## src/hw/rtl/weighted_geometric_mean_filter_core_defines.svh

```systemverilog
// Assertion macros for the weighted geometric mean filter core.
// Needs clk and rst_n in the scope where a macro is used.
`ifndef WEIGHTED_GEOMETRIC_MEAN_FILTER_CORE_DEFINES_SVH
`define WEIGHTED_GEOMETRIC_MEAN_FILTER_CORE_DEFINES_SVH

// same-cycle implication, disabled while in reset
`define WGM_ASSERT_IMP(label, ante, cons, msg) \
    label: assert property (@(posedge clk) disable iff (!rst_n) (ante) |-> (cons)) \
        else $error(msg);

// next-cycle implication, disabled while in reset
`define WGM_ASSERT_NXT(label, ante, cons, msg) \
    label: assert property (@(posedge clk) disable iff (!rst_n) (ante) |=> (cons)) \
        else $error(msg);

`endif

```

## src/hw/rtl/wgm_pkg.sv

```systemverilog
// Shared constants, types and the exp2 factor table of the geometric mean filter.
// No dependencies; imported by every module of the block.
package wgm_pkg;

    localparam int TAPS        = 5;
    localparam int NUM_WEIGHTS = 5;
    localparam int CENTRE      = TAPS / 2;

    localparam int SAMPLE_W    = 16;
    localparam int SAMPLE_FRAC = 12;
    localparam int WEIGHT_W    = 16;
    localparam int MSB_W       = $clog2(SAMPLE_W);

    // log2 datapath: Q1.30 mantissa squared once per step
    localparam int Z_W       = 31;
    localparam int Z_FRAC    = Z_W - 1;
    localparam int LOG_STEPS = 17;
    localparam int FRAC_W    = LOG_STEPS;
    localparam int LOG_FRAC  = 16;
    localparam int LOG_W     = 21;

    localparam int PROD_W = WEIGHT_W + LOG_W;
    localparam int ACC_W  = PROD_W + $clog2(TAPS);
    localparam int E_W    = ACC_W - LOG_FRAC;
    localparam int N_W    = E_W - LOG_FRAC + 1;

    // exp2 datapath: Q1.30 product of table factors
    localparam int Y_W       = 31;
    localparam int Y_FRAC    = Y_W - 1;
    localparam int EXP_STEPS = LOG_FRAC;
    localparam int EXP_N_MIN = -10;
    localparam int SHIFT_W   = $clog2(Y_FRAC - EXP_N_MIN + 1);
    localparam int RND_W     = Y_FRAC - EXP_N_MIN + 1;

    localparam int FILL_W     = $clog2(TAPS + 1);
    localparam int REG_IDX_W  = $clog2(NUM_WEIGHTS);
    localparam int CFG_ADDR_W = REG_IDX_W + 2;
    localparam int CFG_DATA_W = 32;

    localparam logic [SAMPLE_W-1:0] ONE_Q12      = SAMPLE_W'(1 << SAMPLE_FRAC);
    localparam logic [WEIGHT_W-1:0] WEIGHT_RESET = WEIGHT_W'(13107);

    typedef enum logic [REG_IDX_W-1:0] {
        REG_WEIGHT_0 = REG_IDX_W'(0),
        REG_WEIGHT_1 = REG_IDX_W'(1),
        REG_WEIGHT_2 = REG_IDX_W'(2),
        REG_WEIGHT_3 = REG_IDX_W'(3),
        REG_WEIGHT_4 = REG_IDX_W'(4)
    } reg_index_t;

    typedef struct packed {
        logic                valid;
        logic                zero;
        logic [MSB_W-1:0]    msb;
        logic [SAMPLE_W-1:0] sample;
    } log_side_t;

    typedef struct packed {
        logic                    zero;
        logic [SAMPLE_W-1:0]     sample;
        logic signed [LOG_W-1:0] lval;
    } tap_t;

    typedef struct packed {
        logic                valid;
        logic                zero;
        logic                full;
        logic [SAMPLE_W-1:0] centre;
    } win_side_t;

    typedef struct packed {
        logic                valid;
        logic                zero;
        logic                sat;
        logic [SHIFT_W-1:0]  shift;
        logic                full;
        logic [SAMPLE_W-1:0] centre;
    } exp_side_t;

    typedef struct packed {
        logic                window_full;
        logic [SAMPLE_W-1:0] deviation;
        logic [SAMPLE_W-1:0] step_change;
        logic [SAMPLE_W-1:0] filtered;
    } result_t;

    // 2^(2^-(k+1)) in Q1.30
    function automatic logic [Y_W-1:0] exp_factor(input int k);
        logic [Y_W-1:0] f;
        case (k)
            0:       f = Y_W'(1518500250);
            1:       f = Y_W'(1276901417);
            2:       f = Y_W'(1170923762);
            3:       f = Y_W'(1121280436);
            4:       f = Y_W'(1097253708);
            5:       f = Y_W'(1085434106);
            6:       f = Y_W'(1079572136);
            7:       f = Y_W'(1076653033);
            8:       f = Y_W'(1075196443);
            9:       f = Y_W'(1074468888);
            10:      f = Y_W'(1074105294);
            11:      f = Y_W'(1073923544);
            12:      f = Y_W'(1073832680);
            13:      f = Y_W'(1073787251);
            14:      f = Y_W'(1073764537);
            15:      f = Y_W'(1073753181);
            default: f = Y_W'(1 << Y_FRAC);
        endcase
        return f;
    endfunction

endpackage

```

## src/hw/rtl/wgm_exp_cell.sv

```systemverilog
// One factor step of the exp2 chain: applies 2^(2^-(k+1)) when its bit is set.
// Depends on wgm_pkg.
module wgm_exp_cell
    import wgm_pkg::*;
(
    input  logic                 clk,
    input  logic                 rst_n,
    input  logic                 en,
    input  logic [Y_W-1:0]       factor,
    input  exp_side_t            side_in,
    input  logic [Y_W-1:0]       y_in,
    input  logic [EXP_STEPS-1:0] f_in,
    output exp_side_t            side_out,
    output logic [Y_W-1:0]       y_out,
    output logic [EXP_STEPS-1:0] f_out
);

    localparam logic [2*Y_W-1:0] HALF = (2*Y_W)'(1) << (Y_FRAC - 1);

    exp_side_t            side_reg;
    logic [Y_W-1:0]       y_reg;
    logic [Y_W-1:0]       y_next;
    logic [EXP_STEPS-1:0] f_reg;
    logic [EXP_STEPS-1:0] f_next;
    logic [2*Y_W-1:0]     prod;
    logic [2*Y_W-1:0]     rounded;

    assign prod    = (2*Y_W)'(y_in) * (2*Y_W)'(factor);
    assign rounded = (prod + HALF) >> Y_FRAC;
    // the running product stays below 2.0, so the top bits are spare
    assign y_next  = f_in[EXP_STEPS-1] ? rounded[Y_W-1:0] : y_in;
    assign f_next  = {f_in[EXP_STEPS-2:0], 1'b0};

    always_ff @(posedge clk or negedge rst_n) begin
        if (!rst_n) begin
            side_reg <= '0;
        end
        else if (en) begin
            side_reg <= side_in;
        end
    end

    always_ff @(posedge clk) begin
        if (en) begin
            y_reg <= y_next;
            f_reg <= f_next;
        end
    end

    assign side_out = side_reg;
    assign y_out    = y_reg;
    assign f_out    = f_reg;

endmodule
```

## config.mk

```make
export PLATFORM = sky130hd
export DESIGN_NAME = wgm_exp_cell
export DESIGN_NICKNAME = d
export VERILOG_FILES = /design/src/hw/rtl/weighted_geometric_mean_filter_core_defines.svh /design/src/hw/rtl/wgm_pkg.sv /design/src/hw/rtl/wgm_exp_cell.sv
export SDC_FILE = /design/constraint.sdc
export NUM_CORES = 2
export LEC_CHECK = 0
export ABC_AREA = 1
export BUFFER_PORTS_ARGS = -buffer_cell sky130_fd_sc_hd__buf_4
export CORE_MARGIN = 5
export CORE_UTILIZATION = 23
export CTS_CLUSTER_SIZE = 8
export DETAILED_ROUTE_END_ITERATION = 6
export GPL_ROUTABILITY_DRIVEN = 0
export GPL_TIMING_DRIVEN = 0
export PLACE_DENSITY = 0.48
export SYNTH_ARGS = -nofsm -noshare
export SYNTH_HDL_FRONTEND = slang
export SYNTH_SLANG_ARGS = --single-unit
```

## constraint.sdc

```tcl
create_clock -name clk -period 0.8 [get_ports clk]
set_input_delay 0.16 -clock clk [delete_from_list [all_inputs] [get_ports clk]]
set_output_delay 0.16 -clock clk [all_outputs]
set_load 0.01 [all_outputs]
```

### Yosys cells after proc, flatten, opt, wreduce, memory -nomap -nowiden

Index checks and enable logic that the tools add are counted.

* register bits: 72
* input bits: 107

* multiply operators: 1
* add/sub/neg operators: 1
* multiplexer cells: 1

Operator list (number)
* 61-bit by 30-bit adder with 61-bit output (second input constant): 1
* 31-bit by 31-bit multiplier with 61-bit output: 1
* 31-bit 2-to-1 mux: 1

### Logic depth before layout (Yosys ltp)

* depth in word-level cells: 3
* mapped depth: 33
* gate-level depth less buffers: 32

### Least setup slack after synthesis

Ideal clock, no wire load.

* path type: in2reg
* start: input port factor[1]
* end: register y_reg[13] (netlist: y_out[13]) (data pin)
* library setup time: 0.253 ns
* path buffers: 2
* data arrival time: 5.966 ns
* cell stages on the path: 29
* path slack: -5.419 ns
* cell sequence: clkbuf_1 buf_1 nand2_1 fa_1 inv_1 fa_1 ha_1 inv_1 fa_1 inv_1 fa_1 fa_1 fa_1 inv_1 fa_1 inv_1 ha_1 nand2_1 nor2_1 inv_1 nor2_1 nand3_1 o21bai_1 nand2_1 nand3_1 nand2_1 nand2_1 nand3_1 nand2_1

* longest elaborated chain between the ends: 3

Ends and longest elaborated chain
* start, declared: line wgm_exp_cell.sv:9 `input logic [Y_W-1:0] factor,`
* 31-bit by 31-bit multiplier with 61-bit output: line wgm_exp_cell.sv:28 `assign prod = (2*Y_W)'(y_in) * (2*Y_W)'(factor);`
* 61-bit by 30-bit adder with 61-bit output: line wgm_exp_cell.sv:29 `assign rounded = (prod + HALF) >> Y_FRAC;`
* 31-bit 2-to-1 mux: line wgm_exp_cell.sv:31 `assign y_next = f_in[EXP_STEPS-1] ? rounded[Y_W-1:0] : y_in;`
* named net y_next[13]: line wgm_exp_cell.sv:22 `logic [Y_W-1:0] y_next;`
* end signal, assigned: line wgm_exp_cell.sv:45 `y_reg <= y_next;`
* end, declared: line wgm_exp_cell.sv:21 `logic [Y_W-1:0] y_reg;`

The timed path passes the listed nets, and every way through them passes these cells.
A chain may end at the register's enable or synchronous reset.

### Worst setup path after layout

* start: input port y_in[27]
* end: register y_reg[2] (netlist: y_out[2]) (data pin)

* longest elaborated chain between the ends: 3

Ends and longest elaborated chain
* start, declared: line wgm_exp_cell.sv:11 `input logic [Y_W-1:0] y_in,`
* 31-bit by 31-bit multiplier with 61-bit output: line wgm_exp_cell.sv:28
* 61-bit by 30-bit adder with 61-bit output: line wgm_exp_cell.sv:29
* 31-bit 2-to-1 mux: line wgm_exp_cell.sv:31
* named net y_next[2]: line wgm_exp_cell.sv:22

The timed path passes the listed nets, and every way through them passes these cells.

==> metrics.yaml <==
drc: 0
grt_use_total_pct: 19.32
die_area_um2: 165800
rr_worst_depth: 2
grt_pass1_vias: 33250
max_slew_margin_pct: 25.98
dp_hpwl_um: 131600
fin_crit_ns: 6.435
setup_ws_ns: -5.635
dp.cells: 6957
cts_buffers: 9
cap_violations: 0
ys_top_cells_by_area: "fa_1 (46%), inv_1 (17%), nand2_1 (13%)"
min_from: "side_in[17]"
cts_root_buf: "clkbuf_16"
critPathTopFamily: "adder cells"
avgSynthCellArea_um2: 7.686
ant_nets: 0
reg2reg_to: "side_out[4]$_DFFE_PN0P_"
cp-end-kind: "flop"
nNetsFinal: 6326
whs_ns: 0.02097
worstPathArrival_ns: 6.52
endpoint: "y_out[2]$_DFFE_PP_"
max_clock_freq_mhz: 155.4
rows: 145
grt_max_degree: 48
cts_tree: "done"
synth_warnings: 0
grt_pass1_wl_um: 232600
worst-path-buf-inv: 10
cts_sinks: 72
dr.pass1.iters: 6
viasPerCell: 4.457
status: "finished, violations left"
wl_per_cell_um: 22.97
core-area_um2: 156600
die_w_um: 407.2
required_ns: 0.88
clk_path_buf_depth: 2
dr_total_vias: 32010
violations: "setup timing"
stdcell_count: 7182
path_class: "in2reg"
rsz0062_at_grt: "yes"
clock_latency_ns: 0.37
synth_edf_count: 46
synthCells: 4722
clk_pin_slew_worst_paths_ns: 0.06
worstPathMaxFanout: 10
start_util_pct: 23.18
drive_gt1_share_pct: 21.31
path_common_cell: "fa_1"
overflow: 0
wirelength_um: 165000
synth_top_area_share_pct: 46.17
slew_viol_final: 0
worst-path-stages: 28
setup_viol: 111
reg2reg_from: "side_out[4]$_DFFE_PN0P_"
syn_area_um2: 36290
area_growth_pct: 32.51
tightest_slew_ns: 1.110
slowest_stage: "fa_1"
grt_antenna_before_repair: 19
synth_async_sr_flop_share_pct: 36.11
finalCritPeriodShare_pct: 804.4
finClkSkew_ns: 0
seq_area_frac_synth_pct: 5.598
ys_seq_elements: 72
die_h_um: 407.2
hold_viol: 0
min_path_type: "in2reg"
ys_dominant_reg_cell: "edfxtp_1"
drt-initial-drc-count: 3029
cpPeakStageDelay_ns: 0.58
crit_start: "y_in[27]"
synth_cell_type_count: 40
io_buffers: 177
r2r_slack_ns: -0.09
crit_path_start_kind: "primary input"
finalSetupTns_ns: -189.14
ioPinCount: 180
syn-num-nets: 5938
ctsHtreeMaxLevel: 3
yosys.area.top_type: "fa_1"
## logic make-up after synthesis
kind of cell	count (synthesis)	synth area share, %
fa+ha+maj	1109	55.54
flops	72	5.598
xor+xnor	8	0.1931
mux	26	0.8067
buf+inv	1822	18.94
simple gates	1526	16.57
compound gates	158	2.344
other cells	1	0.01033
## what timing repair did
item	CTS	global route
endpoints found under the hold margin	42	0
setup endpoints to repair	129	124
resized for setup	783	349
hold buffers	17	0
cloned	7	5
pin swaps	138	160
setup buffers	100	71
## final cells by class
type                       count  area, um^2
multi-input combinational   2828       29750
fill                       16660      108500
sequential                    72        2032
clock buffer                  10       229.0
clock inverter                 6       43.79
tap                         2058        2575
inverter                    1626        6118
timing repair buffer         377        3842
antenna                        9       22.52
buffer                       196        3483
## stage by stage
step	setup WS, ns	instance area, um^2	util (%)
finish	-5.635	48090	30.72
global route	-5.767	48070	30.71
global placement	-7.007	41080	26.24
CTS	-5.547	46200	29.50
detailed placement	-7.027	41080	26.24
floorplan	-5.224	37180	-
## registers in the layout, summed over array words and instances (netlist names)
name,cells
f_out,15
y_out,31
side_out,26
## routing by layer
layer	GRT usage (%)	vias to the layer above	wire, um
li1	-	13840	-
met1	24.79	16330	64570
met2	31.83	1509	76620
met3	3.493	331	14460
met4	8.629	4	9320
met5	0	-	21
## cells in the mapped netlist, types with 2 or more instances
cell type and n:
ha_1 272, o21ai_1 6, edfxtp_1 46, inv_1 1614, buf_1 5, nor2_4 2
nor2_1 111, inv_2 11, nor2_2 15, nand3b_1 7, xnor2_1 5, fa_1 837
xor2_1 3, nor4_2 3, a21o_1 4, nand4_1 9, mux2_2 26, buf_2 2
nand2_2 5, nand2_1 1280, a31oi_1 5, o21a_1 2, a21boi_0 2, clkbuf_1 185
a21oi_1 86, nor3_1 12, nand3_1 75, dfrtp_1 26, o21bai_1 11, clkbuf_8 2
nor3_2 4, o21ai_0 41
## worst reg2reg max path, stage by stage (launching register included)
cell and delay (ns):
dfrtp_1 0.39, buf_4 0.13, mux2_4 0.26
## layout by cell type (no fill, tap or decap), drive strengths merged
cell	n
nand3	76
nor3	16
clkinvlp	1
o21ai	47
clkinv	5
edfxtp	46
buf	390
nor4	3
clkbuf	176
inv	1626
ha	272
mux2	26
xor2	3
fa	837
a21oi	86
a31oi	5
dlymetal6s4s	1
dlygate4sd3	16
nand3b	7
diode	9
dfrtp	26
a21o	4
or2	1
o21a	2
conb	1
nor2	128
xnor2	5
a21boi	2
nand4	9
o21bai	12
nand2	1285
and3	1
## worst min path at each step
stage | cells past startpoint | to | slack (ns)
6_report | 2 | side_out[17]$_DFFE_PN0P_ | 0.02
5_1_grt | 2 | side_out[14]$_DFFE_PN0P_ | 0.008
4_1_cts | 2 | side_out[19]$_DFFE_PN0P_ | 0.0001
3_5_place_dp | 1 | side_out[16]$_DFFE_PN0P_ | 0.09
3_3_place_gp | 1 | side_out[22]$_DFFE_PN0P_ | 0.1
2_1_floorplan | 0 | side_out[0]$_DFFE_PN0P_ | -0.14
Power is left out: the tool's default activity adds up to more than one toggle a clock period on the data nets, which glitch-free logic cannot reach.
