`src/hw/rtl/weighted_geometric_mean_filter_core_defines.svh`:
```
// Assertion macros for the weighted geometric mean filter core.
// Needs clk and rst_n in the scope where a macro is used.
`ifndef WEIGHTED_GEOMETRIC_MEAN_FILTER_CORE_DEFINES_SVH
`define WEIGHTED_GEOMETRIC_MEAN_FILTER_CORE_DEFINES_SVH

// same-cycle implication, disabled while in reset
`define WGM_ASSERT_IMP(label, ante, cons, msg) \
    label: assert property (@(posedge clk) disable iff (!rst_n) (ante) |-> (cons)) \
        else $error(msg);

// next-cycle implication, disabled while in reset
`define WGM_ASSERT_NXT(label, ante, cons, msg) \
    label: assert property (@(posedge clk) disable iff (!rst_n) (ante) |=> (cons)) \
        else $error(msg);

`endif

```
`src/hw/rtl/wgm_pkg.sv`:
```
// Shared constants, types and the exp2 factor table of the geometric mean filter.
// No dependencies; imported by every module of the block.
package wgm_pkg;

    localparam int TAPS        = 5;
    localparam int NUM_WEIGHTS = 5;
    localparam int CENTRE      = TAPS / 2;

    localparam int SAMPLE_W    = 16;
    localparam int SAMPLE_FRAC = 12;
    localparam int WEIGHT_W    = 16;
    localparam int MSB_W       = $clog2(SAMPLE_W);

    // log2 datapath: Q1.30 mantissa squared once per step
    localparam int Z_W       = 31;
    localparam int Z_FRAC    = Z_W - 1;
    localparam int LOG_STEPS = 17;
    localparam int FRAC_W    = LOG_STEPS;
    localparam int LOG_FRAC  = 16;
    localparam int LOG_W     = 21;

    localparam int PROD_W = WEIGHT_W + LOG_W;
    localparam int ACC_W  = PROD_W + $clog2(TAPS);
    localparam int E_W    = ACC_W - LOG_FRAC;
    localparam int N_W    = E_W - LOG_FRAC + 1;

    // exp2 datapath: Q1.30 product of table factors
    localparam int Y_W       = 31;
    localparam int Y_FRAC    = Y_W - 1;
    localparam int EXP_STEPS = LOG_FRAC;
    localparam int EXP_N_MIN = -10;
    localparam int SHIFT_W   = $clog2(Y_FRAC - EXP_N_MIN + 1);
    localparam int RND_W     = Y_FRAC - EXP_N_MIN + 1;

    localparam int FILL_W     = $clog2(TAPS + 1);
    localparam int REG_IDX_W  = $clog2(NUM_WEIGHTS);
    localparam int CFG_ADDR_W = REG_IDX_W + 2;
    localparam int CFG_DATA_W = 32;

    localparam logic [SAMPLE_W-1:0] ONE_Q12      = SAMPLE_W'(1 << SAMPLE_FRAC);
    localparam logic [WEIGHT_W-1:0] WEIGHT_RESET = WEIGHT_W'(13107);

    typedef enum logic [REG_IDX_W-1:0] {
        REG_WEIGHT_0 = REG_IDX_W'(0),
        REG_WEIGHT_1 = REG_IDX_W'(1),
        REG_WEIGHT_2 = REG_IDX_W'(2),
        REG_WEIGHT_3 = REG_IDX_W'(3),
        REG_WEIGHT_4 = REG_IDX_W'(4)
    } reg_index_t;

    typedef struct packed {
        logic                valid;
        logic                zero;
        logic [MSB_W-1:0]    msb;
        logic [SAMPLE_W-1:0] sample;
    } log_side_t;

    typedef struct packed {
        logic                    zero;
        logic [SAMPLE_W-1:0]     sample;
        logic signed [LOG_W-1:0] lval;
    } tap_t;

    typedef struct packed {
        logic                valid;
        logic                zero;
        logic                full;
        logic [SAMPLE_W-1:0] centre;
    } win_side_t;

    typedef struct packed {
        logic                valid;
        logic                zero;
        logic                sat;
        logic [SHIFT_W-1:0]  shift;
        logic                full;
        logic [SAMPLE_W-1:0] centre;
    } exp_side_t;

    typedef struct packed {
        logic                window_full;
        logic [SAMPLE_W-1:0] deviation;
        logic [SAMPLE_W-1:0] step_change;
        logic [SAMPLE_W-1:0] filtered;
    } result_t;

    // 2^(2^-(k+1)) in Q1.30
    function automatic logic [Y_W-1:0] exp_factor(input int k);
        logic [Y_W-1:0] f;
        case (k)
            0:       f = Y_W'(1518500250);
            1:       f = Y_W'(1276901417);
            2:       f = Y_W'(1170923762);
            3:       f = Y_W'(1121280436);
            4:       f = Y_W'(1097253708);
            5:       f = Y_W'(1085434106);
            6:       f = Y_W'(1079572136);
            7:       f = Y_W'(1076653033);
            8:       f = Y_W'(1075196443);
            9:       f = Y_W'(1074468888);
            10:      f = Y_W'(1074105294);
            11:      f = Y_W'(1073923544);
            12:      f = Y_W'(1073832680);
            13:      f = Y_W'(1073787251);
            14:      f = Y_W'(1073764537);
            15:      f = Y_W'(1073753181);
            default: f = Y_W'(1 << Y_FRAC);
        endcase
        return f;
    endfunction

endpackage

```
`src/hw/rtl/wgm_log_cell.sv`:
```
// One squaring step of the log2 chain: yields one fraction bit per item.
// Depends on wgm_pkg.
module wgm_log_cell
    import wgm_pkg::*;
(
    input  logic              clk,
    input  logic              rst_n,
    input  logic              en,
    input  log_side_t         side_in,
    input  logic [Z_W-1:0]    z_in,
    input  logic [FRAC_W-1:0] frac_in,
    output log_side_t         side_out,
    output logic [Z_W-1:0]    z_out,
    output logic [FRAC_W-1:0] frac_out
);

    localparam logic [2*Z_W-1:0] HALF = (2*Z_W)'(1) << (Z_FRAC - 1);

    log_side_t         side_reg;
    logic [Z_W-1:0]    z_reg;
    logic [Z_W-1:0]    z_next;
    logic [FRAC_W-1:0] frac_reg;
    logic [FRAC_W-1:0] frac_next;
    logic [2*Z_W-1:0]  square;
    logic [2*Z_W-1:0]  scaled;
    logic [Z_W:0]      rounded;
    logic              bit_next;

    assign square    = (2*Z_W)'(z_in) * (2*Z_W)'(z_in);
    assign scaled    = (square + HALF) >> Z_FRAC;
    assign rounded   = scaled[Z_W:0];
    // a square of two or more renormalises and sets the bit
    assign bit_next  = rounded[Z_W];
    assign z_next    = bit_next ? rounded[Z_W:1] : rounded[Z_W-1:0];
    assign frac_next = {frac_in[FRAC_W-2:0], bit_next};

    always_ff @(posedge clk or negedge rst_n) begin
        if (!rst_n) begin
            side_reg <= '0;
        end
        else if (en) begin
            side_reg <= side_in;
        end
    end

    always_ff @(posedge clk) begin
        if (en) begin
            z_reg    <= z_next;
            frac_reg <= frac_next;
        end
    end

    assign side_out = side_reg;
    assign z_out    = z_reg;
    assign frac_out = frac_reg;

endmodule

```
`config.mk`:
```
export PLATFORM = sky130hd
export DESIGN_NAME = wgm_log_cell
export DESIGN_NICKNAME = d
export VERILOG_FILES = /design/src/hw/rtl/weighted_geometric_mean_filter_core_defines.svh /design/src/hw/rtl/wgm_pkg.sv /design/src/hw/rtl/wgm_log_cell.sv
export SDC_FILE = /design/constraint.sdc
export NUM_CORES = 2
export LEC_CHECK = 0
export BUFFER_PORTS_ARGS = -buffer_cell sky130_fd_sc_hd__buf_2
export CORE_MARGIN = 3
export CORE_UTILIZATION = 55
export CTS_CLUSTER_DIAMETER = 120
export DETAILED_ROUTE_END_ITERATION = 10
export PLACE_DENSITY = 0.75
export SLEW_MARGIN = 5
export SYNTH_ARGS = -nofsm -noshare
export SYNTH_HDL_FRONTEND = slang
export SYNTH_SLANG_ARGS = --single-unit
```
`constraint.sdc`:
```
create_clock -name clk -period 1.5 [get_ports clk]
set_clock_uncertainty 0.1 [all_clocks]
set_input_delay 0.3 -clock clk [delete_from_list [all_inputs] [get_ports clk]]
set_output_delay 0.3 -clock clk [all_outputs]
set_load 0.02 [all_outputs]
```
# [Yosys cells after proc, flatten, opt, wreduce, memory -nomap -nowiden]
# Index checks and enable logic that the tools add are counted.
[word_totals] latchBits=0 register_bits=70 romBits=0 word_cells=10 mem_count=0 ram_bits=0 inputBits=73 output_inout_bits=70
[op_classes] n_eq_ne=0 div=0 shift=0 reduce_logical=0 n_mux=1 addsub=1 n_mul=1 order_cmp=0 n_bitwise=0
[ops] operator="$add A62 B30 Y62 const B" count=1
[ops] operator="$mul A31 B31 Y62" count=1
[ops] operator="$mux W30" count=1

# [Depth between registers and ports, before layout]
[depth] depth_word=3 ltp_mapped=32 depth_no_buf=30

# [Worst setup path after synthesis]
# No wires, ideal clock.
[synth_timing] path_kind="input -> register" from="input z_in[25]" to="register z_reg[0], in the netlist z_out[0], data pin" n_path_buf=4 required_time_ps=1140 arrival_ps=7408 setup_slack_ps=-6268 setup_time_ps=260 cell_stages=28 path_cell_list="clkbuf_1 > clkbuf_1 > nand2_1 > fa_1 > fa_1 > inv_1 > fa_1 > inv_1 > fa_1 > inv_1 > fa_1 > fa_1 > fa_1 > inv_1 > fa_1 > inv_1 > ha_1 > buf_2 > nand4_1 > nor4_2 > nand4_1 > a21oi_1 > a32oi_1 > a21boi_1 > a41oi_1 > a311o_1 > buf_6 > mux2_4"
[synth_between] elab_chain_len=3
[synth_lines] item="start, declared" line="wgm_log_cell.sv:10" source="input logic [Z_W-1:0] z_in,"
[synth_lines] item="$mul A31 B31 Y62" line="wgm_log_cell.sv:29" source="assign square = (2*Z_W)'(z_in) * (2*Z_W)'(z_in);"
[synth_lines] item="$add A62 B30 Y62" line="wgm_log_cell.sv:30" source="assign scaled = (square + HALF) >> Z_FRAC;"
[synth_lines] item="$mux W30" line="wgm_log_cell.sv:34" source="assign z_next = bit_next ? rounded[Z_W:1] : rounded[Z_W-1:0];"
[synth_lines] item="net z_next[0]" line="wgm_log_cell.sv:21" source="logic [Z_W-1:0] z_next;"
[synth_lines] item="end signal, assigned" line="wgm_log_cell.sv:48" source="z_reg <= z_next;"
[synth_lines] item="end, declared" line="wgm_log_cell.sv:20" source="logic [Z_W-1:0] z_reg;"
# The timed path passes the listed nets, and every way through them passes these cells.
# A chain may end at the register's enable or synchronous reset.

# [Final worst setup path]
[layout_timing] from="input z_in[24]" to="register z_reg[28], in the netlist z_out[28], data pin"
# The elaborated chain is that of the path after synthesis.

==> impl_metrics.toml <==
[run]
drv_cap = 0

[die]
die_h_um = 242
fp.dieW_um = 242
initial_core_util = 0.562
core_um2 = 54500
row_count = 85
io_pins = 143
die-area_um2 = 58500

[synthesis]
synth_edf_count = 48
synthAdderAreaFrac = 0.613
yosysSeqAreaShare = 0.0651
syn_area_um2 = 30600
synthSimpleGateAreaFrac = 0.0971
synth-seq-cells = 70
ys_warn_count = 0
ys_types = 67
syn_inst = 3204
synth_ff_type = "edfxtp_1"
postSynthAreaPerCell_um2 = 9.55
synth-async-reset-ratio = 0.314
synth_compound_area_frac = 0.0448
synthXorXnorAreaFrac = 0.0180
synth_top_family_by_area = "adder cells"
synthMuxAreaShare = 0.0196
synth.net_count = 4327

[place]
detailed_place_hpwl_um = 68200
gp_congestion = 0.928
port_buffers = 141

[cts]
clockBufferDepth = 2
htreeDepth = 3
clkTransAtPathRegs_ns = 0.06
cts-root-buf = "clkbuf_16"
clock-sinks = 70
cts_tree = "yes"
cts_buffers = 9
clk_latency_ns = 0.33

[drt]
firstDrtPassIters = 5
drt_iter0_drc = 1100
num_vias = 23365
routed_wl_um = 79700
routed_via_density = 5.15
wl_per_cell_um = 17.6
ant_nets = 0
drc = 0

[grt]
grt_pass1_wl_um = 133000
grt_start_max_net_pins = 41
grt_usage = 0.285
antenna_found_initial = 1
grt_pass1_vias = 27016
overflow = 0

[finish]
syn2layout_area_growth_pct = 23.4
mostFrequentLayoutCells = "1015 x inv_1, 723 x fa_1, 501 x buf_4, 287 x ha_1, 277 x nand2_1"
multi_input_area_um2 = 25200
diodes = 0
post-route-util = 0.693
regArea_um2 = 1990
nNetsFinal = 4917
final_layout_size_suffix_gt1_frac = 0.250
mostFrequentLayoutCell = "inv_1"
fill_cells = 3952

[worst_setup_path]
cp.arrival_ns = 7.57
critPathMaxFanout = 8
required_ns = 1.48
cp-end-kind = "register"
crit_path_start_kind = "primary input"
path_class = "primary input to register"

[timing]
finalCritPeriodShare = 5.06
rsz0062_at_grt = "true"
min_period_ns = 7.59
drv_slew = 0
slew_headroom = 0.653
max_freq_ghz = 0.132
finalWorstSetupSlack_ns = -6.09
finalHoldViolations = 0
worst_pin_slew_ns = 0.520
fin_setup_tns_ns = -190.36
finalSetupViolCount = 32

[outcome]
status = "finished, violations left"
violations = "negative setup slack"

[min_path]
min_path_type = "primary input to register"
-- critical path: stages --
cell,delay (ns)
clkbuf_4,0.19
buf_4,0.20
and2_1,0.19
inv_1,0.07
fa_1,0.49
inv_1,0.06
fa_1,0.43
fa_1,0.60
fa_1,0.46
fa_1,0.58
fa_1,0.44
fa_1,0.52
inv_1,0.05
fa_1,0.52
inv_2,0.05
ha_4,0.25
buf_6,0.14
nand2_8,0.07
nor2_4,0.03
a221oi_2,0.31
nor2_2,0.09
nor4b_4,0.44
a211o_1,0.21
a41oi_2,0.10
or3_4,0.42
and3_4,0.19
a21o_1,0.15
-- metal layers --
metal,GRT usage,up-vias,routed length [um]
met4,0.112,0,3740
li1,-,10481,-
met3,0.0321,251,4180
met5,0,-,0
met1,0.329,11882,28800
met2,0.538,751,43000
-- cells in the mapped netlist, drive strengths merged, types with 3 or more instances --
cell | n | area [um^2]
nand4 | 18 | 113
edfxtp | 48 | 1440
nor3 | 9 | 45.0
mux2 | 40 | 510
a211oi | 7 | 67.6
o2111ai | 4 | 41.3
nand2 | 295 | 1110
xor2 | 35 | 307
mux2i | 9 | 90.1
nand3 | 9 | 45.0
o21bai | 6 | 45.0
o21a | 6 | 45.0
a21o | 29 | 218
o211ai | 8 | 70.1
nand2b | 4 | 25.0
clkbuf | 95 | 357
a21boi | 4 | 30.0
a31o | 4 | 35.0
inv | 1041 | 3910
and3 | 7 | 43.8
a21oi | 67 | 335
or3 | 3 | 18.8
a31oi | 9 | 56.3
nor2b | 10 | 62.6
a41oi | 5 | 51.3
xnor2 | 28 | 245
ha | 304 | 3800
fa | 746 | 14900
o31ai | 4 | 30.0
nor2 | 48 | 180
dfrtp | 22 | 551
and2 | 196 | 1230
buf | 17 | 93.8
or2 | 7 | 43.8
o21ai | 37 | 185
-- registers in the layout, summed over array words and instances (netlist names) --
name and count:
frac_out 17, side_out 22, z_out 31
-- kinds of logic after synthesis --
group	Yosys count
buffers and inverters	1153
XOR/XNOR	63
AND/OR/NAND/NOR	611
multiplexers	49
adder cells (fa/ha/maj)	1051
AO/OA/AOI/OAI	207
flip-flops	70
-- cell type report --
cell class | instances | area share
Multi-Input combinational cell | 1981 | 0.667
Timing Repair Buffer | 691 | 0.144
Inverter | 1041 | 0.104
Sequential cell | 70 | 0.0528
Tap cell | 739 | 0.0245
Clock buffer | 14 | 0.00782
Clock inverter | 2 | 0.000298
-- worst paths after layout --
kind | from | slack, ns | cells after the start | endpoint
min in group asynchronous | rst_n | 0.43 | 2 | side_out[19]$_DFFE_PN0P_
worst max-delay path | z_in[24] | -6.09 | 27 | z_out[28]$_DFFE_PP_
max in group asynchronous | rst_n | 0.52 | 2 | side_out[18]$_DFFE_PN0P_
worst max register to register | side_out[12]$_DFFE_PN0P_ | 0.61 | 1 | side_out[12]$_DFFE_PN0P_
worst min-delay path | frac_in[13] | 0.04 | 1 | frac_out[14]$_DFFE_PP_
worst min register to register | side_out[5]$_DFFE_PN0P_ | 0.40 | 1 | side_out[5]$_DFFE_PN0P_
-- metrics by stage --
step / area, um^2 / hold slack [ns] / instances / setup slack [ns]
final: 37700 / 0.0443 / 4538 / -6.09
after global placement: 36100 / 0.190 / 4480 / -6.58
after global routing: 37700 / 0.0407 / 4538 / -6.26
after detailed placement: 36100 / 0.201 / 4480 / -6.65
after CTS: 37500 / 0.0340 / 4535 / -5.98
after floorplan: 31200 / -0.0956 / 3204 / -5.83
-- what timing repair did --
item | CTS | global route
hold endpoints to repair | 22 | 0
endpoints found under the setup margin | 32 | 32
pin swaps | 99 | 62
buffers inserted | 38 | 4
resized for setup | 218 | 43
gates cloned | 3 | 0
hold buffers | 1 | 0
Power is not shown: default switching activity piles up to over one toggle a cycle in this logic, so the estimate is an artifact.
