==> src/hw/rtl/weighted_geometric_mean_filter_core_defines.svh <==
// Assertion macros for the weighted geometric mean filter core.
// Needs clk and rst_n in the scope where a macro is used.
`ifndef WEIGHTED_GEOMETRIC_MEAN_FILTER_CORE_DEFINES_SVH
`define WEIGHTED_GEOMETRIC_MEAN_FILTER_CORE_DEFINES_SVH

// same-cycle implication, disabled while in reset
`define WGM_ASSERT_IMP(label, ante, cons, msg) \
    label: assert property (@(posedge clk) disable iff (!rst_n) (ante) |-> (cons)) \
        else $error(msg);

// next-cycle implication, disabled while in reset
`define WGM_ASSERT_NXT(label, ante, cons, msg) \
    label: assert property (@(posedge clk) disable iff (!rst_n) (ante) |=> (cons)) \
        else $error(msg);

`endif

==> src/hw/rtl/wgm_pkg.sv <==
// Shared constants, types and the exp2 factor table of the geometric mean filter.
// No dependencies; imported by every module of the block.
package wgm_pkg;

    localparam int TAPS        = 5;
    localparam int NUM_WEIGHTS = 5;
    localparam int CENTRE      = TAPS / 2;

    localparam int SAMPLE_W    = 16;
    localparam int SAMPLE_FRAC = 12;
    localparam int WEIGHT_W    = 16;
    localparam int MSB_W       = $clog2(SAMPLE_W);

    // log2 datapath: Q1.30 mantissa squared once per step
    localparam int Z_W       = 31;
    localparam int Z_FRAC    = Z_W - 1;
    localparam int LOG_STEPS = 17;
    localparam int FRAC_W    = LOG_STEPS;
    localparam int LOG_FRAC  = 16;
    localparam int LOG_W     = 21;

    localparam int PROD_W = WEIGHT_W + LOG_W;
    localparam int ACC_W  = PROD_W + $clog2(TAPS);
    localparam int E_W    = ACC_W - LOG_FRAC;
    localparam int N_W    = E_W - LOG_FRAC + 1;

    // exp2 datapath: Q1.30 product of table factors
    localparam int Y_W       = 31;
    localparam int Y_FRAC    = Y_W - 1;
    localparam int EXP_STEPS = LOG_FRAC;
    localparam int EXP_N_MIN = -10;
    localparam int SHIFT_W   = $clog2(Y_FRAC - EXP_N_MIN + 1);
    localparam int RND_W     = Y_FRAC - EXP_N_MIN + 1;

    localparam int FILL_W     = $clog2(TAPS + 1);
    localparam int REG_IDX_W  = $clog2(NUM_WEIGHTS);
    localparam int CFG_ADDR_W = REG_IDX_W + 2;
    localparam int CFG_DATA_W = 32;

    localparam logic [SAMPLE_W-1:0] ONE_Q12      = SAMPLE_W'(1 << SAMPLE_FRAC);
    localparam logic [WEIGHT_W-1:0] WEIGHT_RESET = WEIGHT_W'(13107);

    typedef enum logic [REG_IDX_W-1:0] {
        REG_WEIGHT_0 = REG_IDX_W'(0),
        REG_WEIGHT_1 = REG_IDX_W'(1),
        REG_WEIGHT_2 = REG_IDX_W'(2),
        REG_WEIGHT_3 = REG_IDX_W'(3),
        REG_WEIGHT_4 = REG_IDX_W'(4)
    } reg_index_t;

    typedef struct packed {
        logic                valid;
        logic                zero;
        logic [MSB_W-1:0]    msb;
        logic [SAMPLE_W-1:0] sample;
    } log_side_t;

    typedef struct packed {
        logic                    zero;
        logic [SAMPLE_W-1:0]     sample;
        logic signed [LOG_W-1:0] lval;
    } tap_t;

    typedef struct packed {
        logic                valid;
        logic                zero;
        logic                full;
        logic [SAMPLE_W-1:0] centre;
    } win_side_t;

    typedef struct packed {
        logic                valid;
        logic                zero;
        logic                sat;
        logic [SHIFT_W-1:0]  shift;
        logic                full;
        logic [SAMPLE_W-1:0] centre;
    } exp_side_t;

    typedef struct packed {
        logic                window_full;
        logic [SAMPLE_W-1:0] deviation;
        logic [SAMPLE_W-1:0] step_change;
        logic [SAMPLE_W-1:0] filtered;
    } result_t;

    // 2^(2^-(k+1)) in Q1.30
    function automatic logic [Y_W-1:0] exp_factor(input int k);
        logic [Y_W-1:0] f;
        case (k)
            0:       f = Y_W'(1518500250);
            1:       f = Y_W'(1276901417);
            2:       f = Y_W'(1170923762);
            3:       f = Y_W'(1121280436);
            4:       f = Y_W'(1097253708);
            5:       f = Y_W'(1085434106);
            6:       f = Y_W'(1079572136);
            7:       f = Y_W'(1076653033);
            8:       f = Y_W'(1075196443);
            9:       f = Y_W'(1074468888);
            10:      f = Y_W'(1074105294);
            11:      f = Y_W'(1073923544);
            12:      f = Y_W'(1073832680);
            13:      f = Y_W'(1073787251);
            14:      f = Y_W'(1073764537);
            15:      f = Y_W'(1073753181);
            default: f = Y_W'(1 << Y_FRAC);
        endcase
        return f;
    endfunction

endpackage

==> src/hw/rtl/wgm_tap_cell.sv <==
// One window slot: holds a sample with its log2 and forms the weighted log.
// Depends on wgm_pkg.
module wgm_tap_cell
    import wgm_pkg::*;
(
    input  logic                     clk,
    input  logic                     rst_n,
    input  logic                     shift,
    input  logic                     en,
    input  tap_t                     tap_in,
    input  logic [WEIGHT_W-1:0]      weight,
    output tap_t                     tap_out,
    output logic signed [PROD_W-1:0] product
);

    tap_t                     tap_reg;
    logic signed [PROD_W-1:0] product_reg;
    logic signed [PROD_W-1:0] product_next;
    logic signed [PROD_W-1:0] w_ext;
    logic signed [PROD_W-1:0] l_ext;

    assign w_ext        = PROD_W'($signed({1'b0, weight}));
    assign l_ext        = PROD_W'($signed(tap_reg.lval));
    assign product_next = w_ext * l_ext;

    // empty slots hold 1.0, whose log is zero
    always_ff @(posedge clk or negedge rst_n) begin
        if (!rst_n) begin
            tap_reg.zero   <= 1'b0;
            tap_reg.sample <= ONE_Q12;
            tap_reg.lval   <= '0;
        end
        else if (shift) begin
            tap_reg <= tap_in;
        end
    end

    always_ff @(posedge clk) begin
        if (en) begin
            product_reg <= product_next;
        end
    end

    assign tap_out = tap_reg;
    assign product = product_reg;

endmodule

==> config.mk <==
export PLATFORM = sky130hd
export DESIGN_NAME = wgm_tap_cell
export DESIGN_NICKNAME = d
export VERILOG_FILES = /design/src/hw/rtl/weighted_geometric_mean_filter_core_defines.svh /design/src/hw/rtl/wgm_pkg.sv /design/src/hw/rtl/wgm_tap_cell.sv
export SDC_FILE = /design/constraint.sdc
export NUM_CORES = 1
export LEC_CHECK = 0
export BUFFER_PORTS_ARGS = -buffer_cell sky130_fd_sc_hd__buf_4
export CAP_MARGIN = 20
export CORE_MARGIN = 3
export CORE_UTILIZATION = 65
export DETAILED_ROUTE_END_ITERATION = 16
export PLACE_DENSITY = 0.88
export RECOVER_POWER = 50
export SETUP_SLACK_MARGIN = 0.15
export SYNTH_ARGS = -nofsm -noshare
export SYNTH_HDL_FRONTEND = slang
export SYNTH_SLANG_ARGS = --single-unit
==> constraint.sdc <==
create_clock -name clk -period 11.2 [get_ports clk]
set_clock_uncertainty 0.2 [all_clocks]
set_input_delay 2.24 -clock clk [delete_from_list [all_inputs] [get_ports clk]]
set_output_delay 2.24 -clock clk [all_outputs]
set_load 0.05 [all_outputs]
Word-level counts from Yosys, hierarchy flattened
Cells that the tools add are included.
{ "word_totals": {"reg_bits": 75, "in_bits": 58, "output_inout_bits": 75} }
{ "op_classes": {"mul": 1} }
{ "ops": {"columns": ["op", "n"], "rows": [
  ["17-bit by 21-bit multiplier with 37-bit output", 1]
]} }

Longest topological paths before layout
Gate-level depths: netlist (run 1).
{ "depth": {"word_depth": 1, "depth_mapped": 23} }

Worst setup path after synthesis (run 1)
OpenSTA, ideal clock, no wires.
{ "synth_timing": {"kind": "input to register", "start": "input weight[2]", "end": "register product_reg[34], in the netlist product[34], data pin", "arrival_ns": 7.614, "path_slack_ns": 3.125, "setup_ns": 0.261, "t_required_ns": 10.739, "path_stages": 20, "cell_sequence": "clkbuf_1 > nand2_1 > fa_1 > inv_1 > fa_1 > inv_1 > fa_1 > fa_1 > fa_1 > fa_1 > inv_1 > ha_1 > clkbuf_1 > a21oi_1 > o21ai_0 > a211oi_1 > o31ai_2 > a311oi_1 > a211oi_1 > o311a_1"} }
{ "synth_via": {"elab_chain_len": 1} }
{ "synth_lines": {"columns": ["item", "line", "source"], "rows": [
  ["from (decl)", "wgm_tap_cell.sv:11", "input logic [WEIGHT_W-1:0] weight,"],
  ["17-bit by 21-bit multiplier with 37-bit output", "wgm_tap_cell.sv:24", "assign product_next = w_ext * l_ext;"],
  ["net product_next[34]", "wgm_tap_cell.sv:18", "logic signed [PROD_W-1:0] product_next;"],
  ["to (signal assigned)", "wgm_tap_cell.sv:40", "product_reg <= product_next;"],
  ["to (decl)", "wgm_tap_cell.sv:17", "logic signed [PROD_W-1:0] product_reg;"]
]} }
The timed path passes the listed nets, and every way through them passes these cells.
A chain may end at the register's enable or synchronous reset.

Worst setup path in the final report (run 1)
{ "layout_timing": {"start": "input weight[0]", "end": "register product_reg[34], in the netlist product[34], data pin"} }
The elaborated chain is that of the path after synthesis.

==> impl_metrics.ini, run 1 <==
[setup_path]
timing_worst_setup_path_type = primary input to register
cp_max_fo = 21
cp-start-kind = primary input
arrival_ps = 8490
path_cells = clkbuf_1, nand2_1, fa_1, inv_1, fa_1, fa_1, inv_1, fa_1, inv_1, ha_1, a21oi_1, o21ai_0, a211oi_1, o31ai_2, a311oi_1, a211oi_1, o311a_1
cp_data_required_time_ps = 11110
critPathCaptureType = register
crit_top_cell = fa_1
slowest_delay_ps = 940
ff2ff_path_depth = 20
cp_slowest_cell = fa_1

[floorplan]
io_pins = 133
initial_utilization_pct = 66.5
die_w_um = 158
die_h_um = 158
die_area_um2 = 25100
core_um2 = 22700
fp-row-count = 55

[route]
vias = 11300
avgRoutedWirePerCell_um = 19.6
totalWireLength_um = 37800
dr.max_layer_used = met4
drtPass1Iterations = 5
drtAntennaViolNets = 0
wl_met3_um = 2660
met2_length_um = 19900
viasPerCell = 5.87
wl_met1_um = 12300
drt-initial-drc-count = 949
drc = 0

[synth]
yosys_warnings = 0
synth_nets = 2036
synth_ff_type = edfxtp_1
syn_avg_cell_area_um2 = 9.70
syn_area_um2 = 15100
synth.most_common_cell = inv_1
synth_common_cells = inv_1, fa_1, nand2_1, and2_1, ha_1
synth_area_leaders = fa_1, inv_1, ha_1, edfxtp_1, dfrtp_1
async_flop_share_pct = 50.7
ys_types = 61
synth_area_leader_cell = fa_1
synth_top_cell_area_share_pct = 43.8
synth_edf_count = 37
synth-seq-cells = 75
seq_area_frac_synth_pct = 13.7
synth_cells = 1556

[placed_design]
gp_congestion = 0.939
hpwl_um = 29300
portBuffers = 132

[global_route]
grt_pass1_vias = 12800
overflow = 0
grt_pass1_wl_um = 62300
antenna_found_initial = 0
grtUsageTotal_pct = 32.4
grt_max_degree = 39

[clocking]
cts.clk_slew.worst_paths_ps = 80
cts_resized = 0
cts_sinks = 75
cts_tree = built
ctsRootBufferMaster = clkbuf_16
ctsLongestPathBuffers = 2
insertion_delay_ps = 360
h-tree-depth = 3
hold_buffers = 0
cts_buffers = 9
postCtsSetupRepairBufs = 0

[cells_and_area]
largest_reg_flops = 38
fin_nets = 2112
n_antenna_cell = 0
drive_gt1_share_pct = 12.0
utilization_pct = 72.4
area_delta_synth_final_pct = 8.93

[timing]
setup_viol = 0
layout_min_cycle_time_ps = 8570
finalHoldViolCount = 0
rsz0062_at_grt = no
tns_ps = 0
slew_headroom_pct = -66.4
fin_crit_sh_pct = 76.5
tightestPinTransition_ps = 2500
slew_viol_final = 116
clock.fmax_mhz = 117
hold-worst-slack_ps = 307

[min_path]
min_path_cells = 1
hp-class = register to register

[run_status]
failed_checks = max-capacitance violations, max-slew violations
status = finished with violations

[flow_run]
drv_cap = 3
logic make-up after synthesis:
group / share of synthesized area (%)
DFF: 13.7
AOI/OAI and AO/OA: 5.51
and+or+nand+nor: 13.0
adders and majority gates: 51.4
buffers and inverters: 11.5
muxes: 2.91
xor gates and xnor gates: 1.97
metal layers:
metal  track usage (%)  up-vias
met1              35.8     5684
met5                 0        -
met3              4.97      218
met2              57.9      605
li1                  -     4770
met4              21.4        0
path summary, 6_finish.rpt:
path / from / endpoint / slack [ps]
worst max-delay path: weight[0] / product[34] / 2630
worst min-delay path: tap_out[35] / tap_out[35] / 310
worst max register to register: tap_out[10] / product[33] / 4250
worst min register to register: tap_out[35] / tap_out[35] / 310
max in group asynchronous: rst_n / tap_out[5] / 6920
min in group asynchronous: rst_n / tap_out[2] / 2450
final cells by class:
cell class              count  area (µm²)
repair buffers            132         976
inverters                 388        1460
multi-input cells        1026       11300
well taps                 285         357
fillers                  1531        6270
clock inverters             3        41.3
flip-flops and latches     75        2060
clock buffers              13         250
layout by cell type, fill, tap and decap left out, drive strengths merged, types with 11 or more instances in the layout:
cell type,count
a21oi,38
edfxtp,37
and2,137
xor2,11
ha,92
inv,388
clkbuf,17
buf,128
xnor2,23
dfrtp,37
nor2,18
mux2,39
nand2,226
o21ai,26
fa,330
a211oi,11
worst max-delay path: cells and delay by family:
kind            cells  cell delay (ps)
fa+ha+maj           5             2890
compound gates      7             1510
buf+inv             4             1260
simple gates        1              560
through the flow:
step | setup slack [ps] | instance area, µm² | std cells
after detailed placement | 2650 | 16200 | 1906
after CTS | 3020 | 16500 | 1922
after floorplan | 3130 | 15100 | 1556
after global placement | 2880 | 16200 | 1906
final | 2630 | 16400 | 1922
after global routing | 2320 | 16400 | 1922
Power of run 1 is left out: the tool's default activity adds up to more than one toggle a clock period on the data nets, which glitch-free logic cannot reach.
==> run 2, diff against run 1 <==
--- a/config.mk
+++ b/config.mk
@@ -8,9 +8,9 @@
 export BUFFER_PORTS_ARGS = -buffer_cell sky130_fd_sc_hd__buf_4
 export CAP_MARGIN = 20
 export CORE_MARGIN = 3
-export CORE_UTILIZATION = 65
+export CORE_UTILIZATION = 63
 export DETAILED_ROUTE_END_ITERATION = 16
-export PLACE_DENSITY = 0.88
+export PLACE_DENSITY = 0.86
 export RECOVER_POWER = 50
 export SETUP_SLACK_MARGIN = 0.15
 export SYNTH_ARGS = -nofsm -noshare
==> constraint.sdc (replaced) <==
create_clock -name clk -period 8.2 [get_ports clk]
set_clock_uncertainty 0.2 [all_clocks]
set_input_delay 1.64 -clock clk [delete_from_list [all_inputs] [get_ports clk]]
set_output_delay 1.64 -clock clk [all_outputs]
set_load 0.05 [all_outputs]
==> impl_metrics.ini, run 2 (synthesized netlist as in run 1, its figures left out) <==
[run_status]
status = finished with violations
failed_checks = max-capacitance violations, max-slew violations

[timing]
tns_ps = 0
layout_min_cycle_time_ps = 7830
rsz0062_at_grt = no
setup_viol = 0
slew_headroom_pct = -71.3
slew_viol_final = 116
finalHoldViolCount = 0
fin_crit_sh_pct = 95.5
clock.fmax_mhz = 128
tightestPinTransition_ps = 2570

[global_route]
grt_pass1_wl_um = 62100
overflow = 0
grtUsageTotal_pct = 30.7
antenna_found_initial = 0
grt_max_degree = 39
grt_pass1_vias = 12600

[cells_and_area]
fin_nets = 2112
drive_gt1_share_pct = 12.3
largest_reg_flops = 38
fillers = 1650
n_antenna_cell = 0
final_common_cell = inv_1
final_cell_mix = inv_1, fa_1, nand2_1, and2_1, buf_4
area_delta_synth_final_pct = 9.21

[setup_path]
cp-startpoint = weight[0]
cp_max_fo = 21
reg2reg_from = tap_out[20]
cp-start-kind = primary input
critPathCaptureType = register
arrival_ps = 7730
cp_data_required_time_ps = 8100
timing_worst_setup_path_type = primary input to register

[floorplan]
io_pins = 133
die_area_um2 = 25800
core_um2 = 23500
die_h_um = 161
fp-row-count = 56
initial_utilization_pct = 64.3
die_w_um = 161

[clocking]
cts_tree = built
h-tree-depth = 3
cts_resized = 0
ctsLongestPathBuffers = 2
ctsRootBufferMaster = clkbuf_16
cts_buffers = 9
cts_sinks = 75
hold_buffers = 0
cts.clk_slew.worst_paths_ps = 60
insertion_delay_ps = 360
postCtsSetupRepairBufs = 0

[min_path]
hp-class = register to register
hp-start = tap_out[23]

[route]
vias = 11100
viasPerCell = 5.68
drc = 0
avgRoutedWirePerCell_um = 19.1
drtPass1Iterations = 6
drt-initial-drc-count = 806
drtAntennaViolNets = 0
totalWireLength_um = 37400

[placed_design]
portBuffers = 132
gp_congestion = 0.923
hpwl_um = 29300

[flow_run]
drv_cap = 3
run 2: changes by cell type in the layout (fill, tap and decap cells not counted), sizes merged:
cell	change
inv	+1
clkinvlp	-1
clkbuf	-4
clkinv	+4
run 2: final timing paths:
check                      slack, ps           to  depth (start not counted)
hold / removal                   310  tap_out[23]                          1
setup reg to reg                1100  product[34]                         18
hold reg to reg                  310  tap_out[23]                          1
min in group asynchronous       1840   tap_out[2]                          1
setup / recovery                 370  product[34]                         17
max in group asynchronous       4520   tap_out[8]                          1
run 2: layout make-up:
cell class	instances	area, µm²	share of cell area [%]
Multi-Input combinational cell	1026	11300	68.5
Sequential cell	75	2060	12.5
Inverter	388	1460	8.84
Timing Repair Buffer	132	976	5.92
Tap cell	319	399	2.42
Clock buffer	9	225	1.37
Clock inverter	7	66.3	0.402
run 2: per-stage QoR:
stage	area [µm²]	worst slack, ps	hold WS [ps]	instances	utilization [%]
final	16500	367	308	1956	70.2
after global routing	16500	109	317	1956	70.2
after CTS	16500	448	310	1956	70.3
after detailed placement	16200	100	297	1940	69.0
after global placement	16200	486	290	1940	69.0
after floorplan	15100	725	527	1556	-
run 2: layer usage:
layer | GRT usage (%) | wire length, µm
met5 | 0 | 0
met4 | 17.6 | 2520
met3 | 5.29 | 2630
met2 | 55.5 | 19600
met1 | 34.2 | 12600
run 2: worst max-delay path: stages:
cell      delay [ps]
clkbuf_1         790
nand2_1          520
fa_1             950
inv_1            320
fa_1             530
fa_1             540
inv_1             50
fa_1             470
inv_1             40
ha_1             380
a21oi_1          320
o21ai_0          180
a211oi_1         300
o31ai_2          120
a311oi_1         320
a211oi_1         110
o311a_1          140
Power of run 2 is left out for the same reason.
==> run 3, diff against run 2 <==
--- a/config.mk
+++ b/config.mk
@@ -8,11 +8,11 @@
 export BUFFER_PORTS_ARGS = -buffer_cell sky130_fd_sc_hd__buf_4
 export CAP_MARGIN = 20
 export CORE_MARGIN = 3
-export CORE_UTILIZATION = 63
+export CORE_UTILIZATION = 60
 export DETAILED_ROUTE_END_ITERATION = 16
-export PLACE_DENSITY = 0.86
+export PLACE_DENSITY = 0.82
 export RECOVER_POWER = 50
-export SETUP_SLACK_MARGIN = 0.15
+export SETUP_SLACK_MARGIN = 0.5
 export SYNTH_ARGS = -nofsm -noshare
 export SYNTH_HDL_FRONTEND = slang
 export SYNTH_SLANG_ARGS = --single-unit
==> impl_metrics.ini, run 3 (synthesized netlist as in run 1, its figures left out) <==
[route]
avgRoutedWirePerCell_um = 18.8
drtPass1Iterations = 6
drc = 0
wl_met1_um = 12800
dr.max_layer_used = met4
met2_length_um = 19500
viasPerCell = 5.58
totalWireLength_um = 36900
drt-initial-drc-count = 735
vias = 10900
wl_met3_um = 2310
drtAntennaViolNets = 0

[global_route]
grt_pass1_wl_um = 60400
antenna_found_initial = 0
overflow = 0
grt_pass1_vias = 12200
grt_max_degree = 39
grtUsageTotal_pct = 29.1

[min_path]
min_path_cells = 1
hp-start = tap_out[23]
hold_end = tap_out[23]
hp-class = register to register

[setup_path]
critPathCaptureType = register
arrival_ps = 7530
cp_data_required_time_ps = 8110
ff2ff_path_depth = 18
reg2reg_from = tap_out[20]
timing.rr.end = product[34]
cp-start-kind = primary input
timing_worst_setup_path_type = primary input to register
worst-r2r-setup-slack_ps = 1350
cp_max_fo = 21

[flow_run]
drv_cap = 3

[cells_and_area]
largest_reg_flops = 38
final_cell_mix = inv_1, fa_1, nand2_1, and2_1, buf_4
n_antenna_cell = 0
area_delta_synth_final_pct = 9.62
drive_gt1_share_pct = 12.6
fillers = 1898
final_common_cell = inv_1
fin_nets = 2112

[placed_design]
hpwl_um = 28800
gp_congestion = 0.901
portBuffers = 132

[timing]
slew_headroom_pct = -67.7
fin_crit_sh_pct = 92.9
setup_viol = 0
finalHoldViolCount = 0
layout_min_cycle_time_ps = 7620
tns_ps = 0
rsz0062_at_grt = yes
slew_viol_final = 116
clock.fmax_mhz = 131
tightestPinTransition_ps = 2510

[run_status]
failed_checks = max-capacitance violations, max-slew violations
status = finished with violations

[clocking]
h-tree-depth = 3
hold_buffers = 0
ctsRootBufferMaster = clkbuf_16
cts.clk_slew.worst_paths_ps = 70
cts_tree = built
cts_buffers = 9
cts_sinks = 75
insertion_delay_ps = 360
postCtsSetupRepairBufs = 0
ctsLongestPathBuffers = 2
cts_resized = 0

[floorplan]
initial_utilization_pct = 61.5
io_pins = 133
die_area_um2 = 27100
fp-row-count = 57
die_h_um = 165
die_w_um = 165
core_um2 = 24500
run 3: cell types whose count changed in the layout (fill, tap and decap cells not counted), sizes merged:
cell / previous run / this run
clkinv: 5 / 2
clkbuf: 13 / 14
clkinvlp: 0 / 1
buf: 128 / 129
run 3: per-stage QoR:
stage,util (%),cell area (µm²),setup slack (ps),cells,hold WS [ps]
3_3_place_gp,66.1,16200,457,1945,292
5_1_grt,67.4,16500,470,1961,325
2_1_floorplan,-,15100,725,1556,527
6_report,67.4,16500,583,1961,310
3_5_place_dp,66.1,16200,231,1945,297
4_1_cts,67.4,16500,598,1961,312
run 3: critical path: stages:
cell      delay [ps]
buf_4            250
nand2_1          200
fa_2             670
inv_1            150
fa_2             630
inv_1            160
fa_1             510
fa_1             580
fa_1             440
fa_1             500
inv_1             40
ha_1             380
a21oi_1          260
o21ai_0          170
a211oi_1         300
o31ai_2          120
a311oi_1         290
a211oi_1          80
o311a_1          140
run 3: worst max path at each step:
stage          slack (ps)          end       from  depth (start not counted)
2_1_floorplan         730  product[34]  weight[2]                         20
3_3_place_gp          460  product[33]  weight[5]                         22
3_5_place_dp          230  product[34]  weight[2]                         19
4_1_cts               600  product[34]  weight[2]                         19
5_1_grt               470  product[34]  weight[2]                         19
6_report              580  product[34]  weight[2]                         19
run 3: layer usage:
layer | vias up | GRT usage (%)
met3 | 150 | 4.36
met2 | 480 | 52.8
met4 | 0 | 15.0
met5 | - | 0
met1 | 5534 | 33.2
li1 | 4774 | -
run 3: layout make-up:
class / instances / area (µm²) / share of cell area, %
clock inverter: 5 / 60.1 / 0.363
multi-input combinational: 1026 / 11300 / 68.5
inverter: 388 / 1460 / 8.80
timing repair buffer: 132 / 980 / 5.92
sequential: 75 / 2060 / 12.5
clock buffer: 11 / 253 / 1.53
tap: 324 / 405 / 2.45
Power of run 3 is left out for the same reason.
